`config.mk`:
```
export PLATFORM = sky130hd
export DESIGN_NAME = fade_envelope_playback_sequencer
export DESIGN_NICKNAME = d
export VERILOG_FILES = /design/src/rtl/fenv_pkg.sv /design/src/rtl/fenv_cfg_regs.sv /design/src/rtl/fenv_divider.sv /design/src/rtl/fade_envelope_playback_sequencer.sv
export SDC_FILE = /design/constraint.sdc
export NUM_CORES = 2
export LEC_CHECK = 0
export BUFFER_PORTS_ARGS = -buffer_cell sky130_fd_sc_hd__buf_2
export CAP_MARGIN = 20
export CORE_UTILIZATION = 43
export CTS_BUF_LIST = sky130_fd_sc_hd__clkbuf_4 sky130_fd_sc_hd__clkbuf_8 sky130_fd_sc_hd__clkbuf_16
export DETAILED_ROUTE_END_ITERATION = 10
export RECOVER_POWER = 25
export SYNTH_ARGS = -nofsm -noshare
export SYNTH_HDL_FRONTEND = slang
export SYNTH_SLANG_ARGS = --single-unit
```
`constraint.sdc`:
```
create_clock -name clk -period 16.7 [get_ports clk]
set_input_delay 0.835 -clock clk [delete_from_list [all_inputs] [get_ports clk]]
set_output_delay 0.835 -clock clk [all_outputs]
set_load 0.05 [all_outputs]
```
`src/rtl/fenv_pkg.sv`:
```
package fenv_pkg;

    localparam int FRAME_BITS = 24;
    localparam int FADE_BITS  = 20;
    localparam int GAIN_BITS  = 16;
    localparam int GAIN_FRAC  = GAIN_BITS - 1;
    localparam logic [GAIN_BITS-1:0] GAIN_ONE = GAIN_BITS'(1) << GAIN_FRAC;

    localparam int CHAN_W  = 4;
    localparam int BLOCK_W = 13;
    localparam int REQ_W   = 2;

    localparam int CFG_IDX_W  = 3;
    localparam int CFG_DATA_W = (FRAME_BITS > GAIN_BITS)
        ? ((FRAME_BITS > BLOCK_W) ? FRAME_BITS : BLOCK_W)
        : ((GAIN_BITS > BLOCK_W) ? GAIN_BITS : BLOCK_W);

    localparam int LEN_CMP_W = (FRAME_BITS > BLOCK_W) ? FRAME_BITS : BLOCK_W;
    localparam int FSUM_W    = ((FRAME_BITS > FADE_BITS) ? FRAME_BITS : FADE_BITS) + 1;

    localparam int MUL_W  = (FADE_BITS > GAIN_BITS) ? FADE_BITS : GAIN_BITS;
    localparam int PROD_W = 2 * MUL_W;
    localparam int DEN_W  = (2 * FADE_BITS > FRAME_BITS) ? 2 * FADE_BITS : FRAME_BITS;

    localparam int ITER_MAX = (FRAME_BITS > GAIN_FRAC) ? FRAME_BITS : GAIN_FRAC;
    localparam int ITER_W   = $clog2(ITER_MAX + 1);

    typedef enum logic [CFG_IDX_W-1:0] {
        CFG_VOLUME       = 3'd0,
        CFG_MAIN_LEFT    = 3'd1,
        CFG_MAIN_RIGHT   = 3'd2,
        CFG_AUX_LEFT     = 3'd3,
        CFG_AUX_RIGHT    = 3'd4,
        CFG_TRACK_LENGTH = 3'd5,
        CFG_AUX_LENGTH   = 3'd6,
        CFG_BLOCK_FRAMES = 3'd7
    } cfg_idx_t;

    typedef enum logic [REQ_W-1:0] {
        REQ_TICK  = 2'd0,
        REQ_START = 2'd1,
        REQ_STOP  = 2'd2
    } req_t;

    typedef enum logic [3:0] {
        ST_IDLE,
        ST_EVAL,
        ST_SQ_CNT,
        ST_SQ_LEN,
        ST_CMP,
        ST_DIV,
        ST_FO_CHK,
        ST_MOD_GO,
        ST_MOD,
        ST_GAIN_A,
        ST_GAIN_B,
        ST_GAIN_C,
        ST_DONE
    } state_t;

    typedef struct packed {
        logic [GAIN_BITS-1:0]  volume;
        logic [CHAN_W-1:0]     main_left;
        logic [CHAN_W-1:0]     main_right;
        logic [CHAN_W-1:0]     aux_left;
        logic [CHAN_W-1:0]     aux_right;
        logic [FRAME_BITS-1:0] track_length;
        logic [FRAME_BITS-1:0] aux_length;
        logic [BLOCK_W-1:0]    block_frames;
    } cfg_t;

    typedef struct packed {
        logic              start;
        logic [ITER_W-1:0] iters;
    } div_ctl_t;

    function automatic logic len_ok(input logic [FRAME_BITS-1:0] len,
                                    input logic [BLOCK_W-1:0] blk);
        return (len != '0) && (LEN_CMP_W'(len) >= LEN_CMP_W'(blk));
    endfunction

endpackage

```
`src/rtl/fenv_cfg_regs.sv`:
```
module fenv_cfg_regs (
    input  logic                                clk,
    input  logic                                rst_n,
    input  logic                                cfg_we,
    input  logic [fenv_pkg::CFG_IDX_W-1:0]      cfg_index,
    input  logic [fenv_pkg::CFG_DATA_W-1:0]     cfg_data,
    output fenv_pkg::cfg_t                      cfg
);

    fenv_pkg::cfg_t cfg_reg;

    always_ff @(posedge clk or negedge rst_n)
    begin
        if (!rst_n)
        begin
            cfg_reg.volume       <= fenv_pkg::GAIN_ONE;
            cfg_reg.main_left    <= fenv_pkg::CHAN_W'(0);
            cfg_reg.main_right   <= fenv_pkg::CHAN_W'(1);
            cfg_reg.aux_left     <= fenv_pkg::CHAN_W'(2);
            cfg_reg.aux_right    <= fenv_pkg::CHAN_W'(3);
            cfg_reg.track_length <= '0;
            cfg_reg.aux_length   <= '0;
            cfg_reg.block_frames <= fenv_pkg::BLOCK_W'(256);
        end
        else if (cfg_we)
        begin
            case (fenv_pkg::cfg_idx_t'(cfg_index))
                fenv_pkg::CFG_VOLUME:
                    cfg_reg.volume <= cfg_data[fenv_pkg::GAIN_BITS-1:0];
                fenv_pkg::CFG_MAIN_LEFT:
                    cfg_reg.main_left <= cfg_data[fenv_pkg::CHAN_W-1:0];
                fenv_pkg::CFG_MAIN_RIGHT:
                    cfg_reg.main_right <= cfg_data[fenv_pkg::CHAN_W-1:0];
                fenv_pkg::CFG_AUX_LEFT:
                    cfg_reg.aux_left <= cfg_data[fenv_pkg::CHAN_W-1:0];
                fenv_pkg::CFG_AUX_RIGHT:
                    cfg_reg.aux_right <= cfg_data[fenv_pkg::CHAN_W-1:0];
                fenv_pkg::CFG_TRACK_LENGTH:
                    cfg_reg.track_length <= cfg_data[fenv_pkg::FRAME_BITS-1:0];
                fenv_pkg::CFG_AUX_LENGTH:
                    cfg_reg.aux_length <= cfg_data[fenv_pkg::FRAME_BITS-1:0];
                fenv_pkg::CFG_BLOCK_FRAMES:
                    cfg_reg.block_frames <= cfg_data[fenv_pkg::BLOCK_W-1:0];
                default:
                    cfg_reg <= cfg_reg;
            endcase
        end
    end

    assign cfg = cfg_reg;

endmodule

```
`src/rtl/fenv_divider.sv`:
```
module fenv_divider (
    input  logic                                clk,
    input  logic                                rst_n,
    input  fenv_pkg::div_ctl_t                  ctl,
    input  logic [fenv_pkg::DEN_W-1:0]          rem_init,
    input  logic [fenv_pkg::DEN_W-1:0]          den,
    input  logic [fenv_pkg::FRAME_BITS-1:0]     dividend,
    output logic                                done,
    output logic [fenv_pkg::GAIN_BITS-1:0]      quotient,
    output logic [fenv_pkg::DEN_W-1:0]          remainder
);

    logic                              busy_reg;
    logic                              busy_next;
    logic                              done_reg;
    logic                              done_next;
    logic [fenv_pkg::ITER_W-1:0]       cnt_reg;
    logic [fenv_pkg::ITER_W-1:0]       cnt_next;
    logic [fenv_pkg::DEN_W-1:0]        rem_reg;
    logic [fenv_pkg::DEN_W-1:0]        rem_next;
    logic [fenv_pkg::DEN_W-1:0]        den_reg;
    logic [fenv_pkg::DEN_W-1:0]        den_next;
    logic [fenv_pkg::FRAME_BITS-1:0]   dsh_reg;
    logic [fenv_pkg::FRAME_BITS-1:0]   dsh_next;
    logic [fenv_pkg::GAIN_BITS-1:0]    quo_reg;
    logic [fenv_pkg::GAIN_BITS-1:0]    quo_next;
    logic [fenv_pkg::DEN_W:0]          trial;
    logic [fenv_pkg::DEN_W:0]          diff;
    logic                              fits;

    // shift one dividend bit into the partial remainder and try the subtract
    always_comb
    begin
        trial = {rem_reg, dsh_reg[fenv_pkg::FRAME_BITS-1]};
        diff  = trial - {1'b0, den_reg};
        fits  = (trial >= {1'b0, den_reg});
    end

    always_comb
    begin
        busy_next = busy_reg;
        done_next = 1'b0;
        cnt_next  = cnt_reg;
        rem_next  = rem_reg;
        den_next  = den_reg;
        dsh_next  = dsh_reg;
        quo_next  = quo_reg;
        if (ctl.start)
        begin
            busy_next = 1'b1;
            cnt_next  = ctl.iters;
            rem_next  = rem_init;
            den_next  = den;
            dsh_next  = dividend;
            quo_next  = '0;
        end
        else if (busy_reg)
        begin
            rem_next = fits ? diff[fenv_pkg::DEN_W-1:0] : trial[fenv_pkg::DEN_W-1:0];
            dsh_next = {dsh_reg[fenv_pkg::FRAME_BITS-2:0], 1'b0};
            quo_next = {quo_reg[fenv_pkg::GAIN_BITS-2:0], fits};
            cnt_next = cnt_reg - fenv_pkg::ITER_W'(1);
            if (cnt_reg == fenv_pkg::ITER_W'(1))
            begin
                busy_next = 1'b0;
                done_next = 1'b1;
            end
        end
    end

    always_ff @(posedge clk or negedge rst_n)
    begin
        if (!rst_n)
        begin
            busy_reg <= 1'b0;
            done_reg <= 1'b0;
            cnt_reg  <= '0;
        end
        else
        begin
            busy_reg <= busy_next;
            done_reg <= done_next;
            cnt_reg  <= cnt_next;
        end
    end

    always_ff @(posedge clk)
    begin
        rem_reg <= rem_next;
        den_reg <= den_next;
        dsh_reg <= dsh_next;
        quo_reg <= quo_next;
    end

    assign done      = done_reg;
    assign quotient  = quo_reg;
    assign remainder = rem_reg;

    assert property (@(posedge clk) disable iff (!rst_n)
        done_reg |-> !busy_reg)
        else $error("divider reports done while still stepping");

    assert property (@(posedge clk) disable iff (!rst_n)
        busy_reg |-> (cnt_reg != '0))
        else $error("divider stepping with an empty iteration count");

endmodule

```
`src/rtl/fade_envelope_playback_sequencer.sv`:
```
// Fade envelope playback sequencer.
// Input channel (in_valid/in_ready, req_type, fade_frames): one transaction per
// audio frame tick, or a start or stop request carrying a fade length.
// Output channel (out_valid/out_ready): exactly one result transaction per
// input transaction, in order: read positions, Q1.15 gains, active flags,
// playing and ended.
// Configuration (cfg_we, cfg_index, cfg_data) writes one register per cycle;
// the user writes only while the block is idle; the block does not enforce it.
// One item at a time: in_ready is high only in the idle state. Start, stop
// and non-rendering ticks go from idle through the evaluate state to the done
// state, which loads the output register. A rendering tick adds, per active
// fade, the squares, a compare and, when needed, a divide of 15 quotient bits,
// then a divide of 24 remainder bits for the aux position and the gain steps.
// The result sits in an output register; the next item is accepted while it
// waits, and the sequencer stalls before loading a further result until
// out_ready takes the held one.
// Reset clears the playback state, restores the register defaults and leaves
// the block idle with no result pending.
module fade_envelope_playback_sequencer (
    input  logic                                clk,
    input  logic                                rst_n,
    input  logic                                cfg_we,
    input  logic [fenv_pkg::CFG_IDX_W-1:0]      cfg_index,
    input  logic [fenv_pkg::CFG_DATA_W-1:0]     cfg_data,
    input  logic                                in_valid,
    output logic                                in_ready,
    input  logic [fenv_pkg::REQ_W-1:0]          req_type,
    input  logic [fenv_pkg::FADE_BITS-1:0]      fade_frames,
    output logic                                out_valid,
    input  logic                                out_ready,
    output logic [fenv_pkg::FRAME_BITS-1:0]     main_frame,
    output logic [fenv_pkg::FRAME_BITS-1:0]     aux_frame,
    output logic [fenv_pkg::GAIN_BITS-1:0]      main_gain,
    output logic [fenv_pkg::GAIN_BITS-1:0]      aux_gain,
    output logic                                main_active,
    output logic                                aux_active,
    output logic                                playing,
    output logic                                ended
);

    localparam int FB = fenv_pkg::FRAME_BITS;
    localparam int DB = fenv_pkg::FADE_BITS;
    localparam int GB = fenv_pkg::GAIN_BITS;

    fenv_pkg::cfg_t     cfg;
    fenv_pkg::div_ctl_t div_ctl;
    fenv_pkg::state_t   state_reg;
    fenv_pkg::state_t   state_next;

    logic [fenv_pkg::DEN_W-1:0]  div_rem_init;
    logic [fenv_pkg::DEN_W-1:0]  div_den;
    logic [FB-1:0]               div_dividend;
    logic                        div_done;
    logic [GB-1:0]               div_quot;
    logic [fenv_pkg::DEN_W-1:0]  div_rem;

    logic [fenv_pkg::MUL_W-1:0]  mul_a;
    logic [fenv_pkg::MUL_W-1:0]  mul_b;

    // playback state
    logic [FB-1:0] pos_reg, pos_next;
    logic [DB-1:0] fi_len_reg, fi_len_next;
    logic [DB-1:0] fi_cnt_reg, fi_cnt_next;
    logic [DB-1:0] fo_len_reg, fo_len_next;
    logic [DB-1:0] fo_cnt_reg, fo_cnt_next;
    logic          fading_reg, fading_next;
    logic          running_reg, running_next;

    // work registers
    logic [fenv_pkg::REQ_W-1:0]   req_reg, req_next;
    logic [DB-1:0]                fade_reg, fade_next;
    logic [fenv_pkg::FSUM_W-1:0]  frame_reg, frame_next;
    logic [GB-1:0]                fin_reg, fin_next;
    logic [GB-1:0]                fout_reg, fout_next;
    logic [fenv_pkg::PROD_W-1:0]  prod_reg, prod_next;
    logic [fenv_pkg::PROD_W-1:0]  num_reg, num_next;
    logic                         phase_out_reg, phase_out_next;
    logic [FB-1:0]                r_main_frame_reg, r_main_frame_next;
    logic [FB-1:0]                r_aux_frame_reg, r_aux_frame_next;
    logic [GB-1:0]                r_main_gain_reg, r_main_gain_next;
    logic [GB-1:0]                r_aux_gain_reg, r_aux_gain_next;
    logic                         r_main_act_reg, r_main_act_next;
    logic                         r_aux_act_reg, r_aux_act_next;
    logic                         r_ended_reg, r_ended_next;

    // output register
    logic          out_valid_reg, out_valid_next;
    logic [FB-1:0] o_main_frame_reg, o_main_frame_next;
    logic [FB-1:0] o_aux_frame_reg, o_aux_frame_next;
    logic [GB-1:0] o_main_gain_reg, o_main_gain_next;
    logic [GB-1:0] o_aux_gain_reg, o_aux_gain_next;
    logic          o_main_act_reg, o_main_act_next;
    logic          o_aux_act_reg, o_aux_act_next;
    logic          o_playing_reg, o_playing_next;
    logic          o_ended_reg, o_ended_next;

    logic                         accept;
    logic                         out_free;
    logic                         track_ok;
    logic                         main_on;
    logic                         aux_on;
    logic [fenv_pkg::FSUM_W-1:0]  fo_sum;
    logic                         fo_past_end;
    logic [GB-1:0]                vol_sat;
    logic [GB-1:0]                base;
    logic [1:0]                   main_halve;
    logic [1:0]                   aux_halve;

    fenv_cfg_regs u_cfg (
        .clk       (clk),
        .rst_n     (rst_n),
        .cfg_we    (cfg_we),
        .cfg_index (cfg_index),
        .cfg_data  (cfg_data),
        .cfg       (cfg)
    );

    fenv_divider u_div (
        .clk       (clk),
        .rst_n     (rst_n),
        .ctl       (div_ctl),
        .rem_init  (div_rem_init),
        .den       (div_den),
        .dividend  (div_dividend),
        .done      (div_done),
        .quotient  (div_quot),
        .remainder (div_rem)
    );

    assign accept   = in_valid && in_ready;
    assign out_free = !out_valid_reg || out_ready;

    always_comb
    begin
        track_ok    = fenv_pkg::len_ok(cfg.track_length, cfg.block_frames);
        main_on     = !cfg.main_left[fenv_pkg::CHAN_W-1];
        aux_on      = !cfg.aux_left[fenv_pkg::CHAN_W-1]
                      && fenv_pkg::len_ok(cfg.aux_length, cfg.block_frames);
        fo_sum      = fenv_pkg::FSUM_W'(pos_reg) + fenv_pkg::FSUM_W'(fo_cnt_reg);
        fo_past_end = (fo_sum >= fenv_pkg::FSUM_W'(cfg.track_length));
        vol_sat     = (cfg.volume > fenv_pkg::GAIN_ONE) ? fenv_pkg::GAIN_ONE : cfg.volume;
        base        = GB'(prod_reg >> fenv_pkg::GAIN_FRAC);
        main_halve  = 2'(cfg.main_left == cfg.main_right)
                      + 2'(cfg.main_left == cfg.aux_left);
        aux_halve   = 2'(cfg.aux_left == cfg.aux_right)
                      + 2'(cfg.main_left == cfg.aux_left);
    end

    // next state
    always_comb
    begin
        state_next = state_reg;
        case (state_reg)
            fenv_pkg::ST_IDLE:
                if (in_valid)
                    state_next = fenv_pkg::ST_EVAL;
            fenv_pkg::ST_EVAL:
                if (fenv_pkg::req_t'(req_reg) == fenv_pkg::REQ_TICK && running_reg
                    && track_ok && pos_reg < cfg.track_length)
                    state_next = (fi_cnt_reg < fi_len_reg) ? fenv_pkg::ST_SQ_CNT
                                                           : fenv_pkg::ST_FO_CHK;
                else
                    state_next = fenv_pkg::ST_DONE;
            fenv_pkg::ST_SQ_CNT:
                state_next = fenv_pkg::ST_SQ_LEN;
            fenv_pkg::ST_SQ_LEN:
                state_next = fenv_pkg::ST_CMP;
            fenv_pkg::ST_CMP:
                if (num_reg < prod_reg)
                    state_next = fenv_pkg::ST_DIV;
                else
                    state_next = phase_out_reg ? fenv_pkg::ST_MOD_GO : fenv_pkg::ST_FO_CHK;
            fenv_pkg::ST_DIV:
                if (div_done)
                    state_next = phase_out_reg ? fenv_pkg::ST_MOD_GO : fenv_pkg::ST_FO_CHK;
            fenv_pkg::ST_FO_CHK:
                if (!fading_reg)
                    state_next = fenv_pkg::ST_MOD_GO;
                else if (!fo_past_end && fo_cnt_reg < fo_len_reg)
                    state_next = fenv_pkg::ST_SQ_CNT;
                else
                    state_next = fenv_pkg::ST_DONE;
            fenv_pkg::ST_MOD_GO:
                state_next = aux_on ? fenv_pkg::ST_MOD : fenv_pkg::ST_GAIN_A;
            fenv_pkg::ST_MOD:
                if (div_done)
                    state_next = fenv_pkg::ST_GAIN_A;
            fenv_pkg::ST_GAIN_A:
                state_next = fenv_pkg::ST_GAIN_B;
            fenv_pkg::ST_GAIN_B:
                state_next = fenv_pkg::ST_GAIN_C;
            fenv_pkg::ST_GAIN_C:
                state_next = fenv_pkg::ST_DONE;
            fenv_pkg::ST_DONE:
                if (out_free)
                    state_next = fenv_pkg::ST_IDLE;
            default:
                state_next = fenv_pkg::ST_IDLE;
        endcase
    end

    // outputs of the sequencer: unit controls and register updates
    always_comb
    begin
        in_ready          = (state_reg == fenv_pkg::ST_IDLE);
        div_ctl.start     = 1'b0;
        div_ctl.iters     = fenv_pkg::ITER_W'(fenv_pkg::GAIN_FRAC);
        div_rem_init      = fenv_pkg::DEN_W'(num_reg);
        div_den           = fenv_pkg::DEN_W'(prod_reg);
        div_dividend      = '0;
        mul_a             = fenv_pkg::MUL_W'(vol_sat);
        mul_b             = fenv_pkg::MUL_W'(fin_reg);

        pos_next          = pos_reg;
        fi_len_next       = fi_len_reg;
        fi_cnt_next       = fi_cnt_reg;
        fo_len_next       = fo_len_reg;
        fo_cnt_next       = fo_cnt_reg;
        fading_next       = fading_reg;
        running_next      = running_reg;
        req_next          = req_reg;
        fade_next         = fade_reg;
        frame_next        = frame_reg;
        fin_next          = fin_reg;
        fout_next         = fout_reg;
        num_next          = num_reg;
        phase_out_next    = phase_out_reg;
        r_main_frame_next = r_main_frame_reg;
        r_aux_frame_next  = r_aux_frame_reg;
        r_main_gain_next  = r_main_gain_reg;
        r_aux_gain_next   = r_aux_gain_reg;
        r_main_act_next   = r_main_act_reg;
        r_aux_act_next    = r_aux_act_reg;
        r_ended_next      = r_ended_reg;

        out_valid_next    = out_valid_reg && !out_ready;
        o_main_frame_next = o_main_frame_reg;
        o_aux_frame_next  = o_aux_frame_reg;
        o_main_gain_next  = o_main_gain_reg;
        o_aux_gain_next   = o_aux_gain_reg;
        o_main_act_next   = o_main_act_reg;
        o_aux_act_next    = o_aux_act_reg;
        o_playing_next    = o_playing_reg;
        o_ended_next      = o_ended_reg;

        case (state_reg)
            fenv_pkg::ST_IDLE:
                if (accept)
                begin
                    req_next  = req_type;
                    fade_next = fade_frames;
                end
            fenv_pkg::ST_EVAL:
            begin
                r_main_frame_next = '0;
                r_aux_frame_next  = '0;
                r_main_gain_next  = '0;
                r_aux_gain_next   = '0;
                r_main_act_next   = 1'b0;
                r_aux_act_next    = 1'b0;
                r_ended_next      = 1'b0;
                case (fenv_pkg::req_t'(req_reg))
                    fenv_pkg::REQ_START:
                        if (!running_reg)
                        begin
                            running_next = 1'b1;
                            fi_len_next  = fade_reg;
                            fi_cnt_next  = '0;
                        end
                    fenv_pkg::REQ_STOP:
                        if (running_reg && !fading_reg)
                        begin
                            fo_len_next = fade_reg;
                            fo_cnt_next = '0;
                            if (fade_reg == '0)
                            begin
                                running_next = 1'b0;
                                r_ended_next = 1'b1;
                            end
                            else
                                fading_next = 1'b1;
                        end
                    fenv_pkg::REQ_TICK:
                        if (running_reg)
                        begin
                            if (!track_ok || pos_reg >= cfg.track_length)
                            begin
                                if (track_ok)
                                    pos_next = '0;
                                fading_next  = 1'b0;
                                fo_len_next  = '0;
                                fo_cnt_next  = '0;
                                running_next = 1'b0;
                                r_ended_next = 1'b1;
                            end
                            else
                            begin
                                frame_next     = fenv_pkg::FSUM_W'(pos_reg);
                                fin_next       = fenv_pkg::GAIN_ONE;
                                fout_next      = fenv_pkg::GAIN_ONE;
                                phase_out_next = 1'b0;
                                if (fi_cnt_reg < fi_len_reg)
                                    fi_cnt_next = fi_cnt_reg + DB'(1);
                            end
                        end
                    default:
                        r_ended_next = 1'b0;
                endcase
            end
            fenv_pkg::ST_SQ_CNT:
            begin
                mul_a = phase_out_reg ? fenv_pkg::MUL_W'(fo_cnt_reg)
                                      : fenv_pkg::MUL_W'(fi_cnt_reg);
                mul_b = mul_a;
            end
            fenv_pkg::ST_SQ_LEN:
            begin
                mul_a    = phase_out_reg ? fenv_pkg::MUL_W'(fo_len_reg)
                                         : fenv_pkg::MUL_W'(fi_len_reg);
                mul_b    = mul_a;
                num_next = prod_reg;
            end
            fenv_pkg::ST_CMP:
                if (num_reg < prod_reg)
                    div_ctl.start = 1'b1;
                else if (phase_out_reg)
                    fout_next = '0;
                else
                    fin_next = fenv_pkg::GAIN_ONE;
            fenv_pkg::ST_DIV:
                if (div_done)
                begin
                    if (phase_out_reg)
                        fout_next = fenv_pkg::GAIN_ONE - div_quot;
                    else
                        fin_next = div_quot;
                end
            fenv_pkg::ST_FO_CHK:
                if (fading_reg)
                begin
                    frame_next = fo_sum;
                    if (!fo_past_end && fo_cnt_reg < fo_len_reg)
                    begin
                        fo_cnt_next    = fo_cnt_reg + DB'(1);
                        phase_out_next = 1'b1;
                    end
                    else
                    begin
                        fading_next  = 1'b0;
                        fo_len_next  = '0;
                        fo_cnt_next  = '0;
                        running_next = 1'b0;
                        r_ended_next = 1'b1;
                    end
                end
            fenv_pkg::ST_MOD_GO:
                if (aux_on)
                begin
                    div_ctl.start = 1'b1;
                    div_ctl.iters = fenv_pkg::ITER_W'(FB);
                    div_rem_init  = '0;
                    div_den       = fenv_pkg::DEN_W'(cfg.aux_length);
                    div_dividend  = frame_reg[FB-1:0];
                end
            fenv_pkg::ST_MOD:
                if (div_done)
                    r_aux_frame_next = div_rem[FB-1:0];
            fenv_pkg::ST_GAIN_B:
            begin
                mul_a = fenv_pkg::MUL_W'(prod_reg >> fenv_pkg::GAIN_FRAC);
                mul_b = fenv_pkg::MUL_W'(fout_reg);
            end
            fenv_pkg::ST_GAIN_C:
            begin
                r_main_frame_next = frame_reg[FB-1:0];
                r_main_gain_next  = main_on ? (base >> main_halve) : '0;
                r_aux_gain_next   = aux_on ? (base >> aux_halve) : '0;
                r_main_act_next   = main_on;
                r_aux_act_next    = aux_on;
                if (!fading_reg)
                    pos_next = pos_reg + FB'(1);
            end
            fenv_pkg::ST_DONE:
                if (out_free)
                begin
                    out_valid_next    = 1'b1;
                    o_main_frame_next = r_main_frame_reg;
                    o_aux_frame_next  = r_aux_frame_reg;
                    o_main_gain_next  = r_main_gain_reg;
                    o_aux_gain_next   = r_aux_gain_reg;
                    o_main_act_next   = r_main_act_reg;
                    o_aux_act_next    = r_aux_act_reg;
                    o_playing_next    = running_reg;
                    o_ended_next      = r_ended_reg;
                end
            default:
                out_valid_next = out_valid_reg && !out_ready;
        endcase

        prod_next = fenv_pkg::PROD_W'(mul_a) * fenv_pkg::PROD_W'(mul_b);
    end

    always_ff @(posedge clk or negedge rst_n)
    begin
        if (!rst_n)
        begin
            state_reg     <= fenv_pkg::ST_IDLE;
            pos_reg       <= '0;
            fi_len_reg    <= '0;
            fi_cnt_reg    <= '0;
            fo_len_reg    <= '0;
            fo_cnt_reg    <= '0;
            fading_reg    <= 1'b0;
            running_reg   <= 1'b0;
            out_valid_reg <= 1'b0;
        end
        else
        begin
            state_reg     <= state_next;
            pos_reg       <= pos_next;
            fi_len_reg    <= fi_len_next;
            fi_cnt_reg    <= fi_cnt_next;
            fo_len_reg    <= fo_len_next;
            fo_cnt_reg    <= fo_cnt_next;
            fading_reg    <= fading_next;
            running_reg   <= running_next;
            out_valid_reg <= out_valid_next;
        end
    end

    always_ff @(posedge clk)
    begin
        req_reg          <= req_next;
        fade_reg         <= fade_next;
        frame_reg        <= frame_next;
        fin_reg          <= fin_next;
        fout_reg         <= fout_next;
        prod_reg         <= prod_next;
        num_reg          <= num_next;
        phase_out_reg    <= phase_out_next;
        r_main_frame_reg <= r_main_frame_next;
        r_aux_frame_reg  <= r_aux_frame_next;
        r_main_gain_reg  <= r_main_gain_next;
        r_aux_gain_reg   <= r_aux_gain_next;
        r_main_act_reg   <= r_main_act_next;
        r_aux_act_reg    <= r_aux_act_next;
        r_ended_reg      <= r_ended_next;
        o_main_frame_reg <= o_main_frame_next;
        o_aux_frame_reg  <= o_aux_frame_next;
        o_main_gain_reg  <= o_main_gain_next;
        o_aux_gain_reg   <= o_aux_gain_next;
        o_main_act_reg   <= o_main_act_next;
        o_aux_act_reg    <= o_aux_act_next;
        o_playing_reg    <= o_playing_next;
        o_ended_reg      <= o_ended_next;
    end

    assign out_valid   = out_valid_reg;
    assign main_frame  = o_main_frame_reg;
    assign aux_frame   = o_aux_frame_reg;
    assign main_gain   = o_main_gain_reg;
    assign aux_gain    = o_aux_gain_reg;
    assign main_active = o_main_act_reg;
    assign aux_active  = o_aux_act_reg;
    assign playing     = o_playing_reg;
    assign ended       = o_ended_reg;

    assert property (@(posedge clk) disable iff (!rst_n)
        fading_reg |-> running_reg)
        else $error("fade-out armed while playback is stopped");

    assert property (@(posedge clk) disable iff (!rst_n)
        (fi_cnt_reg <= fi_len_reg) && (fo_cnt_reg <= fo_len_reg))
        else $error("fade count beyond its length");

    assert property (@(posedge clk) disable iff (!rst_n)
        div_done |-> (state_reg == fenv_pkg::ST_DIV || state_reg == fenv_pkg::ST_MOD))
        else $error("divider finished outside a wait state");

    assert property (@(posedge clk) disable iff (!rst_n)
        (out_valid_reg && o_ended_reg) |-> !o_playing_reg)
        else $error("result reports ended while still playing");

endmodule

```
==> flow_summary.toml <==
[routing]
num_vias = 34900
detail-route-antenna-nets = 0
vias_per_cell = 5.64
drt_iter0_drc = 3156
drtPass1Iterations = 6
drt-wirelength-per-cell_um = 21.9
routed_wl_um = 136000
drcViolationCount = 0

[global_route]
antenna_found_initial = 4
grt_overflow = 0
grt_pass1_wl_um = 209000
gr-usage-all-layers_pct = 24.5
grt_pass1_vias = 34600
grt_max_degree = 112

[clock_tree]
cts.clk_slew.worst_paths_ns = 0.06
cts_tree = "built"
cts_buffers = 77
cts_resized = 0
clock_latency_ns = 0.66
cts_setup_buffers = 0
cts.sinks = 657
cts_max_level = 3
cts_max_path_buffers = 3
cts-root-buf = "clkbuf_16"
hold_buffers = 0

[synth]
syn_nets = 5352
netlist_area_um2 = 47300
synth_top_area_share_pct = 24.7
yosys_warnings = 0
synthDistinctLibCells = 84
synth_seq_area_share_pct = 38.3
ys_seq_elements = 657
syn_area_per_cell_um2 = 10.3
ys.flop_type = "edfxtp_1"
synthCells = 4607
synth_edf_count = 390
synthArstFlopShare_pct = 32.1
post-synth-top-area-cell = "edfxtp_1"
yosys-top-cells-area = "edfxtp_1, fa_1, dfrtp_1"

[outcome]
status = "complete, but fails checks"
violations = "capacitance limit, slew limit"

[floorplan]
rows = 121
core_um2 = 109000
die_w_um = 334
start_util_pct = 43.4
fp.dieH_um = 334
die_area_um2 = 111000
io_pins = 140

[critical_path]
path_class = "reg -> reg"
endpoint_kind = "flop"
worst_path_max_delay_cell = "o21ai_2"
required_ns = 17.21
crit_fanout = 21
path_cells = "nor2_1 -> nand3_1 -> o22ai_1 -> a21oi_1 -> o21ai_2 -> nand2_1 -> fa_1 -> inv_1 -> fa_1 -> fa_1 -> fa_1 -> fa_1 -> fa_1 -> inv_1 -> fa_1 -> inv_1 -> ha_1 -> and3_1 -> and3_1 -> o41a_1 -> a21oi_1 -> o311a_1 -> a21oi_1 -> o311ai_0"
cp.arrival_ns = 9.97
crit_path_start_kind = "flop"
critical_path.max_stage_delay_ns = 0.77
crit_top_cell = "fa_1"

[sta]
hold_viol = 0
finalSetupViolations = 0
rsz0062_at_grt = "false"
slew_viol_final = 198
tightest_slew_ns = 6.37
clock.fmax_ghz = 0.106
fin_crit_sh_pct = 56.7
setup_tns_ns = 0
fin_crit_ns = 9.46
skew_ns = 0.0543
relSlewSlack_pct = -324

[cells_and_area]
nNetsFinal = 5453
largest_reg_flops = 93
final-seq-area_um2 = 18100
syn_to_final_growth_pct = 10.7
multi_input_area_um2 = 26400
nFillCells = 10100
layout-drive-gt1-share_pct = 11.5

[worst_hold_path]
hold_class = "in -> reg"

[placed_design]
gp_congestion = 0.934
dp_hpwl_um = 104000
portBuffers = 139

[job]
drv_cap = 4
==> cells in the final DEF (no fill, tap or decap), drive strengths merged, types with 33 or more instances in the layout <==
master	netlist	layout
o31ai	33	33
nand4	47	47
ha	369	369
mux2i	71	71
xnor2	65	65
a22o	48	48
edfxtp	390	390
dfxtp	56	56
o21ai	226	226
a21oi	209	209
nand2	426	426
clkbuf	163	109
mux2	102	102
and2	61	61
dfrtp	205	205
inv	565	570
nand3	59	59
and3	73	73
nand2b	33	33
xor2	61	61
a211oi	34	34
or3	35	35
buf	27	202
nor2b	43	43
a21o	115	115
nor3	47	47
nor4	39	39
or2	39	39
fa	322	322
nor2	374	374
==> synth_stat cells, types with 43 or more instances <==
master	n
a21o_1	115
a21oi_1	209
a22o_1	48
and2_1	61
and3_1	73
clkbuf_1	163
dfrtp_1	205
dfxtp_1	56
edfxtp_1	390
fa_1	322
ha_1	369
inv_1	564
mux2_2	102
mux2i_1	71
nand2_1	426
nand3_1	59
nand4_1	47
nor2_1	374
nor2b_1	43
nor3_1	47
o21ai_0	209
xnor2_1	65
xor2_1	61
==> cell type report <==
| class | instances | area share [%] |
|---|---|---|
| diodes | 3 | 0.0143 |
| clock buffers | 99 | 4.20 |
| clock inverters | 45 | 0.960 |
| inverters | 566 | 4.05 |
| multi-input cells | 3194 | 50.4 |
| flip-flops and latches | 657 | 34.6 |
| well taps | 1414 | 3.38 |
| repair buffers | 212 | 2.40 |
==> logic make-up (layout without fill, tap and decap cells) <==
group / Yosys count / after routing / synth area share [%]
xor+xnor: 126 / 126 / 2.33
other cells: 0 / 3 / 0
buf+inv: 756 / 922 / 6.09
mux: 197 / 197 / 5.07
fa+ha+maj: 691 / 691 / 23.4
simple gates: 1328 / 1328 / 13.2
flops: 657 / 657 / 38.3
compound gates: 852 / 852 / 11.6
==> metal layers <==
metal / GRT usage (%) / share of wire [%] / vias to the layer above
met5: 0 / 0 / -
met4: 8.46 / 3.3 / 0
met3: 3.71 / 6.6 / 221
met2: 37.7 / 45 / 1126
met1: 35.3 / 46 / 17400
li1: - / - / 16200
==> stage by stage <==
stage	hold slack, ns	setup WS [ns]	instance area (um2)	utilization, %	std cells
6_report	0.352	7.24	52400	48.1	6190
5_1_grt	0.334	6.61	52400	48.1	6187
4_1_cts	0.272	7.30	52400	48.1	6185
3_5_place_dp	0.405	7.33	49700	45.6	6041
3_3_place_gp	0.402	7.61	49700	45.6	6041
2_1_floorplan	0.400	8.64	47300	-	4607
==> path summary, 6_finish.rpt <==
check | start | endpoint | slack, ns | cells past startpoint
max reg2reg | state_reg[2] | prod_reg[38] | 7.24 | 24
min | fade_frames[0] | fade_reg[0] | 0.35 | 1
min in group asynchronous | rst_n | fi_len_reg[9] | 2.57 | 1
max in group asynchronous | rst_n | u_cfg.cfg[73] | 9.49 | 3
max | state_reg[2] | prod_reg[38] | 7.24 | 24
min reg2reg | r_aux_frame_reg[13] | aux_frame[13] | 0.41 | 0
==> critical path, delay by kind of cell, from the launching register on <==
| kind | cells | cell delay (ns) |
|---|---|---|
| fa+ha+maj | 8 | 4.05 |
| compound gates | 8 | 2.95 |
| simple gates | 5 | 1.52 |
| flops | 1 | 0.61 |
| buf+inv | 3 | 0.15 |
Power is left out: the tool's default activity adds up to more than one toggle a clock period on the data nets, which glitch-free logic cannot reach.
